[config.mk]
export PLATFORM = sky130hd
export DESIGN_NAME = drt_ctrl
export DESIGN_NICKNAME = d
export VERILOG_FILES = /design/src/rtl/drt_pkg.sv /design/src/rtl/drt_ctrl.sv
export SDC_FILE = /design/constraint.sdc
export NUM_CORES = 1
export LEC_CHECK = 0
export ABC_AREA = 1
export BUFFER_PORTS_ARGS = -buffer_cell sky130_fd_sc_hd__buf_2
export CAP_MARGIN = 5
export CELL_PAD_IN_SITES_DETAIL_PLACEMENT = 1
export CELL_PAD_IN_SITES_GLOBAL_PLACEMENT = 1
export CORE_UTILIZATION = 26
export DETAILED_ROUTE_END_ITERATION = 16
export PLACE_DENSITY_LB_ADDON = 0.1
export SLEW_MARGIN = 15
export SYNTH_ARGS = -nofsm -noshare
export SYNTH_HDL_FRONTEND = slang
export SYNTH_SLANG_ARGS = --single-unit
[constraint.sdc]
create_clock -name clk -period 2.21 [get_ports clk]
set_clock_uncertainty 0.1 [all_clocks]
set_input_delay 0.221 -clock clk [delete_from_list [all_inputs] [get_ports clk]]
set_output_delay 0.221 -clock clk [all_outputs]
set_load 0.02 [all_outputs]
[src/rtl/drt_pkg.sv]
`default_nettype none
// ----------------------------------------------------------------------------
// drt_pkg
// Shared types, constants and codes of the damage rectangle tracker.
// ----------------------------------------------------------------------------
package drt_pkg;

    localparam int MAX_RECTS_DEF   = 32;
    localparam int NUM_BUFFERS_DEF = 2;
    localparam int SCREEN_MAX_DEF  = 4096;

    localparam int CFG_W   = 13;
    localparam int COORD_W = 12;
    localparam int DIM_W   = 13;
    localparam int AREA_W  = 32;
    localparam int REQ_W   = 16;

    typedef enum logic
    {
        REG_SCREEN_WIDTH  = 1'b0,
        REG_SCREEN_HEIGHT = 1'b1
    } cfg_reg_t;

    typedef enum logic
    {
        FUNC_REPORT  = 1'b0,
        FUNC_PRESENT = 1'b1
    } func_t;

    typedef struct packed
    {
        logic [COORD_W-1:0] x;
        logic [COORD_W-1:0] y;
        logic [DIM_W-1:0]   w;
        logic [DIM_W-1:0]   h;
    } box_t;

    typedef enum logic [4:0]
    {
        S_IDLE,
        S_CLIP,
        S_AREA,
        S_BUF,
        S_APPEND,
        S_SHR_RD,
        S_SHR_ACC,
        S_SHR_WR,
        S_SHR_SUM,
        S_SHR_DONE,
        S_PRES,
        S_PRD,
        S_PLD,
        S_POUT,
        S_PCLR
    } state_t;

    typedef struct packed
    {
        logic latch_in;
        logic clip;
        logic area;
        logic buf_next;
        logic append;
        logic shr_start;
        logic mem_rd;
        logic shr_acc;
        logic shr_wr;
        logic shr_sum;
        logic shr_done;
        logic pres_whole;
        logic pres_empty;
        logic pres_load;
        logic pres_next;
        logic pres_clr;
    } cmd_t;

    typedef struct packed
    {
        logic func_present;
        logic drop;
        logic buf_last;
        logic cur_whole;
        logic cur_full;
        logic cur_empty;
        logic run_end;
        logic shr_last;
        logic out_last;
    } status_t;

endpackage
`default_nettype wire

[src/rtl/drt_ctrl.sv]
`default_nettype none
// ----------------------------------------------------------------------------
// drt_ctrl
// Sequencer: clip, per-buffer append, list halving and present readout.
// ----------------------------------------------------------------------------
module drt_ctrl
(
    input  wire logic            clk,
    input  wire logic            rst_n,
    input  wire logic            in_valid,
    output logic                 in_ready,
    output logic                 out_valid,
    input  wire logic            out_ready,
    input  wire drt_pkg::status_t sts,
    output drt_pkg::cmd_t        cmd
);
    import drt_pkg::*;

    state_t state_reg;
    state_t state_next;

    always_ff @(posedge clk or negedge rst_n)
    begin
        if (!rst_n)
        begin
            state_reg <= S_IDLE;
        end
        else
        begin
            state_reg <= state_next;
        end
    end

    always_comb
    begin
        state_next = state_reg;
        unique case (state_reg)
            S_IDLE:
            begin
                if (in_valid)
                begin
                    state_next = S_CLIP;
                end
            end
            S_CLIP:
            begin
                state_next = sts.func_present ? S_PRES : S_AREA;
            end
            S_AREA:
            begin
                state_next = sts.drop ? S_IDLE : S_BUF;
            end
            S_BUF:
            begin
                if (sts.cur_whole)
                begin
                    state_next = sts.buf_last ? S_IDLE : S_BUF;
                end
                else if (sts.cur_full)
                begin
                    state_next = S_SHR_RD;
                end
                else
                begin
                    state_next = S_APPEND;
                end
            end
            S_APPEND:
            begin
                state_next = sts.buf_last ? S_IDLE : S_BUF;
            end
            S_SHR_RD:   state_next = S_SHR_ACC;
            S_SHR_ACC:  state_next = sts.run_end ? S_SHR_WR : S_SHR_RD;
            S_SHR_WR:   state_next = S_SHR_SUM;
            S_SHR_SUM:  state_next = sts.shr_last ? S_SHR_DONE : S_SHR_RD;
            S_SHR_DONE: state_next = S_BUF;
            S_PRES:
            begin
                state_next = (sts.cur_whole || sts.cur_empty) ? S_POUT : S_PRD;
            end
            S_PRD:      state_next = S_PLD;
            S_PLD:      state_next = S_POUT;
            S_POUT:
            begin
                if (out_ready)
                begin
                    state_next = sts.out_last ? S_PCLR : S_PRD;
                end
            end
            S_PCLR:     state_next = S_IDLE;
            default:    state_next = S_IDLE;
        endcase
    end

    always_comb
    begin
        cmd       = '0;
        in_ready  = 1'b0;
        out_valid = 1'b0;
        unique case (state_reg)
            S_IDLE:
            begin
                in_ready     = 1'b1;
                cmd.latch_in = in_valid;
            end
            S_CLIP:     cmd.clip = 1'b1;
            S_AREA:     cmd.area = 1'b1;
            S_BUF:
            begin
                if (sts.cur_whole)
                begin
                    cmd.buf_next = 1'b1;
                end
                else if (sts.cur_full)
                begin
                    cmd.shr_start = 1'b1;
                end
            end
            S_APPEND:
            begin
                cmd.append   = 1'b1;
                cmd.buf_next = 1'b1;
            end
            S_SHR_RD:   cmd.mem_rd   = 1'b1;
            S_SHR_ACC:  cmd.shr_acc  = 1'b1;
            S_SHR_WR:   cmd.shr_wr   = 1'b1;
            S_SHR_SUM:  cmd.shr_sum  = 1'b1;
            S_SHR_DONE: cmd.shr_done = 1'b1;
            S_PRES:
            begin
                cmd.pres_whole = sts.cur_whole;
                cmd.pres_empty = !sts.cur_whole && sts.cur_empty;
            end
            S_PRD:      cmd.mem_rd    = 1'b1;
            S_PLD:      cmd.pres_load = 1'b1;
            S_POUT:
            begin
                out_valid     = 1'b1;
                cmd.pres_next = out_ready && !sts.out_last;
            end
            S_PCLR:     cmd.pres_clr = 1'b1;
            default:    cmd = '0;
        endcase
    end

endmodule
`default_nettype wire

# Word-level counts from Yosys, hierarchy flattened
# Cells that the tools add are included.
dict set report totals {
  elab_cells 57
  input_bits 13
  reg_bits 5
  output_inout_bits 18
}
dict set report classes {
  muxes 32
  n_reduce_logical 8
  n_eq_ne 16
}
# cell n
set ops {}
lappend ops {{$pmux 5 s14} 1}
lappend ops {{$eq 5x4->1 const B} 7}
lappend ops {{$eq 5x3->1 const B} 4}
lappend ops {{$mux 1} 19}
lappend ops {{$eq 5x2->1 const B} 2}
lappend ops {{$mux 5} 2}
lappend ops {{$mux 3} 3}
lappend ops {{$mux 2} 4}
lappend ops {{$mux 4} 2}
lappend ops {{$eq 5x1->1 const B} 1}
lappend ops {{$logic_not 5->1} 1}
lappend ops {{$ne 2x2->1 const B} 2}
lappend ops {{$logic_and 1x1->1} 2}
lappend ops {{$logic_not 1->1} 2}
lappend ops {{$pmux 1 s2} 1}
lappend ops {{$reduce_and 2->1} 1}
lappend ops {{$reduce_or 2->1} 1}
lappend ops {{$logic_or 1x1->1} 1}

# Longest topological paths before layout
dict set report depth {
  word_depth 3
  depth_mapped 9
  ltp_nobuf 9
}

# Least setup slack after synthesis
# No wires, ideal clock.
dict set report synth_path {
  path_kind {register -> register}
  startpoint {register state_reg[1]}
  endpoint {register state_reg[0]}
  synth_period_minus_slack_ns 1.555
  setup_time_ns 0.119
  required_time_ns 1.991
  path_buffers 0
  path_slack_ns 0.655
  path_stages_with_launch 9
  arrival_time_ns 1.336
  cell_sequence {dfrtp_1 inv_2 nand2_2 nor2_1 nand2_1 o21ai_2 nor2_2 nand2_1 nand2_1}
}
dict set report synth_between {
  elab_chain_cells 3
  elab_cells_between_ends 18
  cone_classes {eq/ne (15); mux (1); reduce/logical (2)}
}
# element line_no
set synth_lines {}
lappend synth_lines {{start: declaration} drt_ctrl.sv:19} ;# state_t state_reg;
lappend synth_lines {{start signal: assignment} drt_ctrl.sv:30} ;# state_reg <= state_next;
lappend synth_lines {{$eq 5x4->1 or $logic_not 5->1 (tied branches)} drt_ctrl.sv:37} ;# unique case (state_reg)
lappend synth_lines {{$ne 2x2->1 (no line)} --}
lappend synth_lines {{$reduce_and 2->1 (no line)} --}
# Several ways; a longest one is shown, not always the timed one.
# A chain may end at the register's enable or synchronous reset.

==> impl_metrics.env <==
export IMPL_status="complete, no violations"
export IMPL_path_class="reg -> out"
export IMPL_antenna_left=0
export IMPL_std_cell_rows=15
export IMPL_setup_violations=0
export IMPL_synth_seq_cells=4
export IMPL_p_per_area_mw_per_mm2=1090
export IMPL_grt_antenna_before_repair=0
export IMPL_cts_buffer_depth=2
export IMPL_worstReg2RegEnd="state_reg[2]$_DFFE_PN0P_"
export IMPL_global_route_usage_met3_pct=5.16
export IMPL_synth_commonest_cells="nand2_1 (32), nor2_1 (26), inv_1 (18), dfrtp_1 (4)"
export IMPL_die_h_um=46.0
export IMPL_yosysSeqAreaShare_pct=19.9
export IMPL_cts_setup_buffers=0
export IMPL_ff2ff_path_depth=6
export IMPL_p_leak_uw=0.000467
export IMPL_ios=31
export IMPL_hold_class="in -> reg"
export IMPL_cts_tree="yes"
export IMPL_use_met1_pct=23.3
export IMPL_fin_crit_sh_pct=81.5
export IMPL_synth_edf_count=0
export IMPL_route_detailed_drc=0
export IMPL_endpoint="cmd[15]"
export IMPL_cp_start_kind="flip-flop"
export IMPL_cts_inserted_buffers=3
export IMPL_grtUsageTotal_pct=17.3
export IMPL_worstMarginPinSlew_ns=0.325
export IMPL_drt_iter0_drc=16
export IMPL_synth_cell_types=15
export IMPL_fin_crit_ns=1.80
export IMPL_setup_tns_ns=0
export IMPL_die_area_mm2=0.00211
export IMPL_start_util_pct=28.5
export IMPL_grt_pass1_wl_um=2680
export IMPL_multiInputGateArea_um2=332
export IMPL_dpl_instance_area_um2=684
export IMPL_gp_congestion=0.804
export IMPL_synth_avg_cell_area_um2=5.03
export IMPL_io_buffers=30
export IMPL_grtUsageMet2_pct=27.9
export IMPL_hpwl_um=1420
export IMPL_synth_most_common_cell="nand2_1"
export IMPL_grt_setup_unrepaired="false"
export IMPL_dp_slack_ns=0.656
export IMPL_r2r_start="state_reg[1]$_DFFE_PN0P_"
export IMPL_yosys_area_top_type="nand2_1"
export IMPL_relSlewSlack_pct=78.2
export IMPL_rrSetupSlack_ns=0.68
export IMPL_seq_area_um2=100
export IMPL_core_mm2=0.00176
export IMPL_finalHoldViolCount=0
export IMPL_final_nets=149
export IMPL_final_util_pct=40.6
export IMPL_ir_drop_mv=0.394
export IMPL_synthDominantCellAreaShare_pct=23.9
export IMPL_wire_per_inst_um=10.6
export IMPL_grt_overflow=0
export IMPL_synthesis_nets=113
export IMPL_busiest_layer="met2"
export IMPL_fin_area_um2=717
export IMPL_slew_viol_final=0
export IMPL_htree_levels=1
export IMPL_synth_area_um2=503
export IMPL_synthArstFlopShare_pct=100
export IMPL_largest_reg_flops=4
export IMPL_startpoint="state_reg[1]$_DFFE_PN0P_"
export IMPL_yosys_warnings=0
export IMPL_synthesis_instances=100
export IMPL_cts_root_buf="clkbuf_4"
export IMPL_fill_cells=279
export IMPL_cp_end_kind="output port"
export IMPL_worst_slack_ns=0.408
export IMPL_ys_flop_type="dfrtp_1"
export IMPL_clk_latency_ns=0.23
export IMPL_grt_start_max_net_pins=8
export IMPL_wirelength_um=1690
export IMPL_ys_top_cells_by_area="nand2_1 (24%), dfrtp_1 (20%), nor2_1 (19%)"
export IMPL_cp_data_arrival_time_ns=1.48
export IMPL_die_x_um=46.0
export IMPL_drt_first_pass_iters=4
export IMPL_drive_gt1_share_pct=29.1
export IMPL_syn2layout_area_growth_pct=42.5
export IMPL_drv_cap=0
export IMPL_fmax_ghz=0.555
export IMPL_grt_pass1_vias=643
export IMPL_cts_clk_slew_worst_paths_ns=0.04
export IMPL_clock_sinks=4
export IMPL_diodes=0
export IMPL_critPathRequiredTime_ns=1.89
export IMPL_critPathMaxFanout=7
export IMPL_vias=724
export IMPL_vias_per_cell=4.55
==> worst min-delay path by stage <==
stage	depth (start not counted)	from	end
after floorplan	0	rst_n	state_reg[0]$_DFFE_PN0P_
after global placement	1	rst_n	state_reg[3]$_DFFE_PN0P_
after detailed placement	1	rst_n	state_reg[3]$_DFFE_PN0P_
after CTS	3	sts[8]	state_reg[3]$_DFFE_PN0P_
after global routing	3	sts[8]	state_reg[3]$_DFFE_PN0P_
final	3	sts[8]	state_reg[3]$_DFFE_PN0P_
==> layout by cell type, fill, tap and decap left out <==
cell type      count
nor2_2             2
nor3_1             2
o21ai_0            3
nand2_2            2
nor2_1            26
dfrtp_1            4
o21ai_2            1
nand2_1           32
buf_2             30
nand3b_1           2
clkbuf_4           3
nand3_1            3
a21oi_1            2
inv_1             18
inv_2              1
o22ai_1            1
o2111ai_1          1
dlygate4sd3_1      1
==> worst max-delay path, stage by stage, from the launching register on <==
cell and delay, ns:
dfrtp_1 0.45, nor2_1 0.30, nand2_1 0.20, nor2_1 0.12
buf_2 0.17
==> metrics by stage <==
stage / cells / total power, µW / hold slack, ns
after floorplan: 100 / 529 / -0.175
after global placement: 155 / 689 / -0.0717
after detailed placement: 155 / 695 / -0.0691
after CTS: 159 / 794 / 0.127
after global routing: 159 / 870 / 0.143
final: 159 / 782 / 0.133
==> report_power, final <==
part	internal (µW)	switching, µW
clock	60.6	28.0
combinational	167	374
sequential	106	47.1
total	333	449
==> logic make-up after synthesis <==
logic type / after synthesis / synth area share [%]
buffers and inverters: 19 / 14.2
AO/OA/AOI/OAI: 8 / 9.70
AND/OR/NAND/NOR: 69 / 56.2
flip-flops: 4 / 19.9
==> routing by layer <==
layer	up-vias	part of all wire [%]	wire (µm)
met3	0	4.6	77
li1	370	-	-
met2	21	46	773
met5	-	0	0
met4	0	0	0
met1	333	50	840
==> cell type report <==
cell class	count	area share (%)
Clock buffer	3	3.14
Sequential cell	4	14.0
Inverter	19	9.95
Multi-Input combinational cell	77	46.2
Timing Repair Buffer	31	22.3
Tap cell	25	4.36
==> timing repair <==
item                                    4_1_cts  5_1_grt
resized for setup                             0        0
hold buffers                                  1        0
hold endpoints to repair                      4        0
endpoints found under the setup margin        0        0
No activity file was read; power rests on OpenSTA's default activity.
